<file path="src/sv/tlcd_pkg.sv">
// ----------------------------------------------------------------------------
// tlcd_pkg
// Shared widths, state codes and controller/datapath interface types for the
// two-way LRU cache directory.
// ----------------------------------------------------------------------------
package tlcd_pkg;

  // address split: | tag | set | offset |
  localparam int ADDR_W     = 32;
  localparam int LINE_BYTES = 32;
  localparam int SET_COUNT  = 64;
  localparam int OFFSET_W   = $clog2(LINE_BYTES);
  localparam int SET_W      = $clog2(SET_COUNT);
  localparam int BLOCK_W    = ADDR_W - OFFSET_W;
  localparam int TAG_W      = BLOCK_W - SET_W;

  // stream widths
  localparam int IN_TDATA_W   = 32;
  localparam int OUT_FIELDS_W = OFFSET_W + BLOCK_W + SET_W + 1 + TAG_W + 1 + 1 + TAG_W;
  localparam int OUT_TDATA_W  = ((OUT_FIELDS_W + 7) / 8) * 8;

  // controller states
  localparam logic [1:0] ST_IDLE   = 2'd0;
  localparam logic [1:0] ST_READ   = 2'd1;
  localparam logic [1:0] ST_UPDATE = 2'd2;

  typedef struct packed {
    logic load;    // capture the incoming address
    logic read;    // read both tag ways of the set
    logic commit;  // update directory, load result register
  } tlcd_cmd_t;

  typedef struct packed {
    logic out_free;  // result register empty or being drained
  } tlcd_sts_t;

endpackage

</file>
<file path="src/sv/tlcd_ctrl.sv">
// ----------------------------------------------------------------------------
// tlcd_ctrl
// Sequencer: accept address, read tag ways, commit update and result.
// ----------------------------------------------------------------------------
module tlcd_ctrl
  import tlcd_pkg::*;
(
  input  logic      clk,
  input  logic      rst,
  input  logic      s_tvalid,
  output logic      s_tready,
  input  tlcd_sts_t sts,
  output tlcd_cmd_t cmd
);

  logic [1:0] state;
  logic [1:0] state_next;

  always_comb begin
    state_next = state;
    cmd        = '0;
    s_tready   = 1'b0;
    unique case (state)
      ST_IDLE: begin
        s_tready = 1'b1;
        if (s_tvalid) begin
          cmd.load   = 1'b1;
          state_next = ST_READ;
        end
      end
      ST_READ: begin
        cmd.read   = 1'b1;
        state_next = ST_UPDATE;
      end
      ST_UPDATE: begin
        // hold until the result register can take the item
        if (sts.out_free) begin
          cmd.commit = 1'b1;
          state_next = ST_IDLE;
        end
      end
      default: begin
        state_next = ST_IDLE;
      end
    endcase
  end

  always_ff @(posedge clk) begin
    if (rst) begin
      state <= ST_IDLE;
    end else begin
      state <= state_next;
    end
  end

endmodule

</file>
<file path="src/sv/tlcd_datapath.sv">
// ----------------------------------------------------------------------------
// tlcd_datapath
// Address split, tag memories, valid and LRU bits, hit/fill/evict decision
// and the result register.
// ----------------------------------------------------------------------------
module tlcd_datapath
  import tlcd_pkg::*;
(
  input  logic                   clk,
  input  logic                   rst,
  input  logic [IN_TDATA_W-1:0]  s_tdata,
  input  tlcd_cmd_t              cmd,
  output tlcd_sts_t              sts,
  output logic                   m_tvalid,
  input  logic                   m_tready,
  output logic [OUT_TDATA_W-1:0] m_tdata
);

  logic [ADDR_W-1:0]    addr;
  logic [SET_W-1:0]     set_idx;
  logic [TAG_W-1:0]     tag;

  logic [TAG_W-1:0]     tag_mem0 [SET_COUNT];
  logic [TAG_W-1:0]     tag_mem1 [SET_COUNT];
  logic [TAG_W-1:0]     rd0;
  logic [TAG_W-1:0]     rd1;

  logic [1:0]           line_valid [SET_COUNT];
  logic [SET_COUNT-1:0] recent_way;

  logic                 v0, v1, hit0, hit1, miss, way, ev_valid;
  logic [TAG_W-1:0]     ev_tag;

  always_ff @(posedge clk) begin
    if (cmd.load) begin
      addr <= s_tdata[ADDR_W-1:0];
    end
  end

  assign set_idx = addr[OFFSET_W +: SET_W];
  assign tag     = addr[ADDR_W-1 -: TAG_W];

  // tag memories, registered read
  always_ff @(posedge clk) begin
    if (cmd.read) begin
      rd0 <= tag_mem0[set_idx];
      rd1 <= tag_mem1[set_idx];
    end
  end

  always_ff @(posedge clk) begin
    if (cmd.commit && miss && !way) begin
      tag_mem0[set_idx] <= tag;
    end
  end

  always_ff @(posedge clk) begin
    if (cmd.commit && miss && way) begin
      tag_mem1[set_idx] <= tag;
    end
  end

  // lookup and replacement choice
  always_comb begin
    v0       = line_valid[set_idx][0];
    v1       = line_valid[set_idx][1];
    hit0     = v0 && (rd0 == tag);
    hit1     = v1 && (rd1 == tag);
    miss     = !(hit0 || hit1);
    ev_valid = 1'b0;
    ev_tag   = '0;
    if (!miss) begin
      way = !hit0;
    end else if (!v0) begin
      way = 1'b0;
    end else if (!v1) begin
      way = 1'b1;
    end else begin
      way      = !recent_way[set_idx];
      ev_valid = 1'b1;
      ev_tag   = way ? rd1 : rd0;
    end
  end

  always_ff @(posedge clk) begin
    if (rst) begin
      recent_way <= '0;
      for (int i = 0; i < SET_COUNT; i++) begin
        line_valid[i] <= 2'b00;
      end
    end else if (cmd.commit) begin
      recent_way[set_idx] <= way;
      if (miss) begin
        line_valid[set_idx][way] <= 1'b1;
      end
    end
  end

  // result register
  always_ff @(posedge clk) begin
    if (rst) begin
      m_tvalid <= 1'b0;
    end else if (cmd.commit) begin
      m_tvalid <= 1'b1;
    end else if (m_tready) begin
      m_tvalid <= 1'b0;
    end
  end

  always_ff @(posedge clk) begin
    if (cmd.commit) begin
      m_tdata <= {{(OUT_TDATA_W - OUT_FIELDS_W){1'b0}},
                  ev_tag, ev_valid, miss, tag, way, set_idx,
                  addr[ADDR_W-1:OFFSET_W], addr[OFFSET_W-1:0]};
    end
  end

  assign sts.out_free = !m_tvalid || m_tready;

endmodule

</file>
<file path="src/sv/two_way_lru_cache_directory.sv">
// ----------------------------------------------------------------------------
// two_way_lru_cache_directory
// Two-way set-associative cache directory, 64 sets of 32-byte lines, with
// LRU replacement. One byte address in, one lookup result out.
// ----------------------------------------------------------------------------
//
//  channel | dir | handshake          | payload
//  --------+-----+--------------------+------------------------------------
//  s_*     | in  | s_tvalid/s_tready  | s_tdata[31:0] byte_address
//  m_*     | out | m_tvalid/m_tready  | m_tdata[87:0] lookup result
//
//  Each item passes three steps: accept, tag memory read (one registered read
//  port per way), then directory update and result load.
//  The result register frees the input side: a new address is accepted
//  while the previous result still waits on m_tready.
//  If the result register is still full at update time, the update holds
//  until m_tready drains it.
//  rst is synchronous; valid and LRU bits sit in flops and clear in the
//  reset cycle, so no clearing pass follows. Tag memories are not reset.
//
module two_way_lru_cache_directory
  import tlcd_pkg::*;
(
  input  logic                   clk,
  input  logic                   rst,
  // slave side
  input  logic                   s_tvalid,
  output logic                   s_tready,
  input  logic [IN_TDATA_W-1:0]  s_tdata,   // [31:0] byte_address
  // master side
  output logic                   m_tvalid,
  input  logic                   m_tready,
  output logic [OUT_TDATA_W-1:0] m_tdata    // [4:0] byte_offset, [31:5] block_number,
                                            // [37:32] set_index, [38] way_used,
                                            // [59:39] address_tag, [60] is_miss,
                                            // [61] evicted_valid, [82:62] evicted_tag,
                                            // [87:83] zero
);

  tlcd_cmd_t cmd;
  tlcd_sts_t sts;

  tlcd_ctrl u_ctrl (
    .clk      (clk),
    .rst      (rst),
    .s_tvalid (s_tvalid),
    .s_tready (s_tready),
    .sts      (sts),
    .cmd      (cmd)
  );

  tlcd_datapath u_datapath (
    .clk      (clk),
    .rst      (rst),
    .s_tdata  (s_tdata),
    .cmd      (cmd),
    .sts      (sts),
    .m_tvalid (m_tvalid),
    .m_tready (m_tready),
    .m_tdata  (m_tdata)
  );

endmodule

</file>
<file path="config.mk">
export PLATFORM = sky130hd
export DESIGN_NAME = two_way_lru_cache_directory
export DESIGN_NICKNAME = d
export VERILOG_FILES = /design/src/sv/tlcd_pkg.sv /design/src/sv/tlcd_ctrl.sv /design/src/sv/tlcd_datapath.sv /design/src/sv/two_way_lru_cache_directory.sv
export SDC_FILE = /design/constraint.sdc
export NUM_CORES = 2
export LEC_CHECK = 0
export BUFFER_PORTS_ARGS = -buffer_cell sky130_fd_sc_hd__buf_4
export CORE_MARGIN = 4
export CORE_UTILIZATION = 39
export DETAILED_ROUTE_END_ITERATION = 10
export PLACE_DENSITY_LB_ADDON = 0.05
export SYNTH_ARGS = -nofsm -noshare
export SYNTH_HDL_FRONTEND = slang
export SYNTH_SLANG_ARGS = --single-unit
</file>
<file path="constraint.sdc">
create_clock -name clk -period 8.3 [get_ports clk]
set_input_delay 0.415 -clock clk [delete_from_list [all_inputs] [get_ports clk]]
set_output_delay 0.415 -clock clk [all_outputs]
set_load 0.02 [all_outputs]
</file>
After elaboration in Yosys (flattened, before gate mapping)
Memories as Yosys holds them, arrays and structs flattened. A register that Yosys moved wholly into a read port is not among the register bits.
Cells that the tools add are included.

cells by class
  $lt $le $gt $ge = 4
  eq/ne operators = 6
  mux-type cells = 37
  bitwise gates (word level) = 2
  reduce and logical (&&, ||, !) cells = 20

operator list
  operator                                                                              number
  64-bit bitwise mux                                                                    1
  21-bit equality test                                                                  2
  1-bit 2-to-1 mux                                                                      24
  21-bit 2-to-1 mux                                                                     1
  6-bit 2-to-1 mux                                                                      2
  2-bit 2-to-1 mux                                                                      5
  1-bit logical AND                                                                     7
  6-bit by 7-bit < comparator with 1-bit output (second input constant)                 1
  1-bit binary-select mux with 6-bit select                                             1
  1-bit demux with 6-bit select                                                         1
  6-bit by 1-bit greater-or-equal comparator with 1-bit output (second input constant)  1
  2-bit one-hot mux with 3 select lines                                                 1
  1-bit logical NOT                                                                     5
  2-bit inequality test (second input constant)                                         2
  2-bit OR reduction                                                                    2
  3-bit OR reduction                                                                    1
  2-bit by 1-bit equality test with 1-bit output (second input constant)                1
  2-bit equality test (second input constant)                                           1
  2-bit logical NOT                                                                     1
  1-bit logical OR                                                                      2
  1-bit by 2-bit < comparator with 1-bit output (second input constant)                 1
  1-bit NOT                                                                             2
  2-bit AND reduction                                                                   1
  2-bit nonzero test                                                                    1
  other kinds (2)                                                                       2

storage, ports and cells
  register bits = 182
  bits in writable memories = 2816
  input port bits = 36
  output and inout bits = 90
  word-level logic and storage cells = 79
  memories = 3

memory list
  name                   depth  bits a word  read ports  clocked after Yosys merged registers in  wr ports  RTL line             RTL
  u_datapath.tag_mem0    64     21           1           1                                        1         tlcd_datapath.sv:23  logic [TAG_W-1:0] tag_mem0 [SET_COUNT];
  u_datapath.tag_mem1    64     21           1           1                                        1         tlcd_datapath.sv:24  logic [TAG_W-1:0] tag_mem1 [SET_COUNT];
  u_datapath.line_valid  64     2            1           1                                        64        tlcd_datapath.sv:28  logic [1:0] line_valid [SET_COUNT];

Longest topological paths before layout
  depth in word-level cells = 13
  gate-level depth with buffers = 15
  gate-level depth less buffers = 8

Hierarchy
A second synthesis with hierarchy kept.

second synthesis, totals
  cell total of the unflattened synthesis = 6338
  area total of the unflattened synthesis = 110557.3 µm²

by module, submodules not included
  module         instances  cells each  area an instance (µm²)  seq. area each (µm²)
  tlcd_datapath  1          6329        110459.7                88605.0
  tlcd_ctrl      1          9           97.6                    40.0

Worst setup path after synthesis
No wires, ideal clock.

  kind = register to register
  start point = reg u_datapath.addr[31]
  end point = mem u_datapath.tag_mem0[0][0] in the netlist's numbering (enable)
  setup time = 428 ps
  data arrival time = 4513 ps
  data required time = 7872 ps
  setup slack = 3359 ps
  stages on the path, launching flop included = 9
  path buffers = 2
  clock period less this slack = 4941 ps
  cells stage by stage = edfxtp_1 xnor2_1 nand4_1 nor4_1 nand4_1 o21ai_0 clkbuf_1 clkbuf_1 nor3_1

on the way
  longest elaborated chain between the ends = 8
  elaborated cells on any way between the ends = 13
  those cells by class = eq/ne (2); mux (3); reduce/logical (8)

ends and longest elaborated chain
  item                                                    RTL line                                  RTL
  start, declared                                         tlcd_datapath.sv:19                       logic [ADDR_W-1:0] addr;
  start signal, assigned                                  tlcd_datapath.sv:36                       addr <= s_tdata[ADDR_W-1:0];
  21-bit equality test (on tied branches)                 tlcd_datapath.sv:67, tlcd_datapath.sv:68
  1-bit logical AND (on tied branches)                    tlcd_datapath.sv:67, tlcd_datapath.sv:68
  1-bit logical NOT or 1-bit logical OR (tied branches)   tlcd_datapath.sv:73, tlcd_datapath.sv:69
  1-bit 2-to-1 mux or 1-bit logical NOT (tied branches)   tlcd_datapath.sv:72, tlcd_datapath.sv:69
  1-bit logical NOT or 1-bit logical AND (tied branches)  tlcd_datapath.sv:52                       if (cmd.commit && miss && !way) begin
  1-bit logical AND (*)                                   tlcd_datapath.sv:52
  1-bit 2-to-1 mux (*)                                    tlcd_datapath.sv:52
  1-bit 2-to-1 mux (implied by the code) (*)              tlcd_datapath.sv:53                       tag_mem0[set_idx] <= tag;
  end, declared                                           tlcd_datapath.sv:23

Mark *: on every way between the ends. The rest lies on a longest branch, timed or not.

Worst setup path after layout
  start point = reg u_datapath.addr[6]
  end point = mem u_datapath.tag_mem1[3][16] in the netlist's numbering (enable)

on the way
  longest elaborated chain between the ends = 9

ends and longest elaborated chain
  item                                       RTL line             RTL
  1-bit binary-select mux with 6-bit select  tlcd_datapath.sv:79  way = !recent_way[set_idx];
  1-bit 2-to-1 mux (implied by the code)     tlcd_datapath.sv:79
  1-bit logical NOT                          tlcd_datapath.sv:79
  1-bit 2-to-1 mux                           tlcd_datapath.sv:76  end else if (!v1) begin
  1-bit 2-to-1 mux                           tlcd_datapath.sv:74  end else if (!v0) begin
  1-bit 2-to-1 mux                           tlcd_datapath.sv:72  if (!miss) begin
  1-bit logical AND                          tlcd_datapath.sv:58  if (cmd.commit && miss && way) begin
  1-bit 2-to-1 mux                           tlcd_datapath.sv:58
  1-bit 2-to-1 mux (implied by the code)     tlcd_datapath.sv:59  tag_mem1[set_idx] <= tag;
  end, declared                              tlcd_datapath.sv:24

Parallel ways exist; a longest one is shown, timed or not. The select of a mux whose other input is x is not followed.

==> qor.csv <==
metric,value,unit
status,completed,
clk-insertion-delay-late,0.93,ns
cts_htree_levels,5,
leakage,40.2,nW
grt_pass1_vias,63603,
clkSinkCount,3019,
combPwrFrac,5.9,%
fill_cells,24691,
slew_violations,0,
p_switching,7.67,mW
antenna_found_initial,55,
grt-ovfl-total,0,
coreArea,286000,um2
drt-wirelength-per-cell,40.0,um
rsz0062_at_grt,false,
path_max_fanout,43,
period_share,71.1,%
vdd_drop_max,161,uV
grt_usage,28.3,%
cts_buffers,331,
yosysWarnings,0,
initial_core_util,39.3,%
ys_ff_latch,3019,
holdBufCountCts,36,
arrival,6.52,ns
wirelength,430000,um
slew_headroom,4.62,%
stdcell_area,130000,um2
ant_nets,0,
r2r-start,u_datapath.addr[6],
cp_top_family,simple AND/OR/NAND/NOR gates,
min_path_type,primary input to flop,
tightestPinTransition,1.42,ns
synth_top_area_share,75.4,%
drtPass1Iterations,9,
setup_ws,2.40,ns
syn_area,112000,um2
p_int,25.2,mW
hold_viol_final,0,
maxCapViolCount,0,
critPathSlowestCell,nor2_2,
place_congestion,0.869,
crit_top_cell,buf_4,
async_flop_share,0,%
synth.yosys.seq_area_share,79.0,%
swShare,23.3,%
regToRegSetupSlack,2.40,ns
crit_end,u_datapath.tag_mem1[3][16],
critPathLaunchType,flop,
seq_power_share,51.1,%
final_common_cell,edfxtp_1,
die_y,545,um
setup_viol,0,
layout_common_cells,"edfxtp_1, a22oi_1, buf_4, clkbuf_16, a221oi_1",
grt_pass1_wl,577000,um
ios,126,
synth_ff_type,edfxtp_1,
syn_inst,6398,
cts-resized-gates,0,
cts_tree,yes,
vias,67601,
drive_above_1_share,18.0,%
path_cells,buf_4 -> nor2_1 -> and2_4 -> a2111oi_0 -> o2111ai_1 -> nor4_4 -> buf_4 -> nor2_1 -> or4_4 -> buf_4 -> nor2_2 -> buf_4,
fin_skew,0.0539,ns
io_buffers,120,
worst-path-stages,12,
nNetsFinal,6764,
viasPerCell,6.29,
clk_pin_slew,0.06,ns
post-cts-setup-buffer-count,0,
drc,0,
synth.largest_area_cell,edfxtp_1,
layout.cells.non_filler,10750,
grt_max_degree,140,
synth.area.top_cells,"edfxtp_1, a22oi_1, dfxtp_1, a221oi_1, mux2i_1",
crit_path_end_kind,flop,
drt-initial-drc-count,9594,
place_inst,10121,
crit_start,u_datapath.addr[6],
fin_crit,5.90,ns
cp_num_buf_inv,4,
path_class,flop to flop,
cts_root_buf,clkbuf_16,
synth.distinct_cells,67,
row_count,196,
fmaxAchievable,0.169,GHz
r2r_cells,12,
critPathMaxStageDelay,0.92,ns
placed_area,119000,um2
setup_tns,0,ns
clkPwrFrac,43.0,%
die-area,297000,um2
synth_edf_count,2818,
critPathRequiredTime,8.92,ns
hpwlAfterDp,250000,um
power,32.9,mW
post-place-ws,2.45,ns
clock_path_buffers,4,
die_w,545,um
r2r_end,u_datapath.tag_mem1[3][16],
power_density,253,nW/um2
syn_area_per_cell,17.5,um2
area_growth,15.7,%
[stage by stage]
stage	hold slack, ns	util [%]
global route	0.195	45.4
global placement	0.400	41.7
CTS	0.164	45.4
detailed placement	0.416	41.7
floorplan	0.400	-
finish	0.227	45.4
[power groups by stage]
stage | registers (mW) | logic [mW] | clock network [mW]
6_report | 16.8 | 1.95 | 14.1
5_1_grt | 16.8 | 2.01 | 15.0
4_1_cts | 16.8 | 1.95 | 14.4
3_5_place_dp | 17.1 | 1.93 | 0
3_3_place_gp | 17.1 | 1.92 | 0
2_1_floorplan | 17.2 | 0.763 | 0
[cell type report]
cell class,count,area (um2),area share [%]
multi-input cells,2876,22100,17.0
inverters,7,33.8,0.0260
flip-flops and latches,3019,88600,68.3
clock buffers,397,8630,6.65
diodes,16,40.0,0.0308
well taps,3762,4710,3.62
clock inverters,180,1570,1.21
repair buffers,493,4180,3.22
[metal layers]
| metal | track usage, % | wire [um] |
|---|---|---|
| met5 | 0 | 58 |
| met4 | 7.43 | 12600 |
| met3 | 5.54 | 37700 |
| met2 | 42.9 | 193000 |
| met1 | 41.8 | 186000 |
[synthesized netlist by cell type, types with 54 or more instances]
cell          n
clkbuf_1    267
buf_1       107
nand2_1     225
nand3_1      54
o211ai_1     76
edfxtp_1   2818
a22oi_1     739
a221oi_1    241
dfxtp_1     201
nor2_1      167
buf_2        76
o2bb2ai_1    74
a31oi_1     140
mux2_2       92
a22o_1      136
mux2i_1     152
a21oi_1     143
o21ai_0      80
[flip-flops by register name (all words and copies together) (netlist names), named ones only]
name	cells
u_ctrl.state	2
u_datapath.tag_mem1	1344
u_datapath.recent_way	64
u_datapath.line_valid	128
u_datapath.rd0	21
u_datapath.addr	32
u_datapath.rd1	21
u_datapath.tag_mem0	1344
u_datapath.m_tvalid	1
u_datapath.m_tdata	56
[worst min path at each step]
stage | depth (start not counted) | endpoint | slack (ns) | start
after global routing | 2 | u_datapath.addr[3] | 0.20 | s_tdata[3]
final | 2 | u_datapath.addr[25] | 0.23 | s_tdata[25]
after detailed placement | 0 | u_datapath.m_tdata[2] | 0.42 | u_datapath.addr[2]
after CTS | 2 | u_datapath.addr[3] | 0.16 | s_tdata[3]
after global placement | 0 | u_datapath.m_tdata[2] | 0.40 | u_datapath.addr[2]
after floorplan | 0 | u_datapath.m_tdata[0] | 0.40 | u_datapath.addr[0]
[worst register-to-register path: cells and delay by family, from the launching register on]
| kind | cells | cell delay, ns |
|---|---|---|
| AO/OA/AOI/OAI | 2 | 1.13 |
| buffers and inverters | 4 | 1.58 |
| AND/OR/NAND/NOR | 6 | 2.48 |
| flip-flops | 1 | 0.42 |
[logic make-up (layout without fill, tap and decap cells)]
group,after synthesis,in the layout,synth area share [%]
compound gates,1904,1904,13.2
simple gates,649,649,2.67
mux,276,276,2.91
flops,3019,3019,79.0
buf+inv,507,1077,1.98
xor+xnor,42,42,0.328
other cells,1,21,0.00334
(Power assumes the default switching activity.)
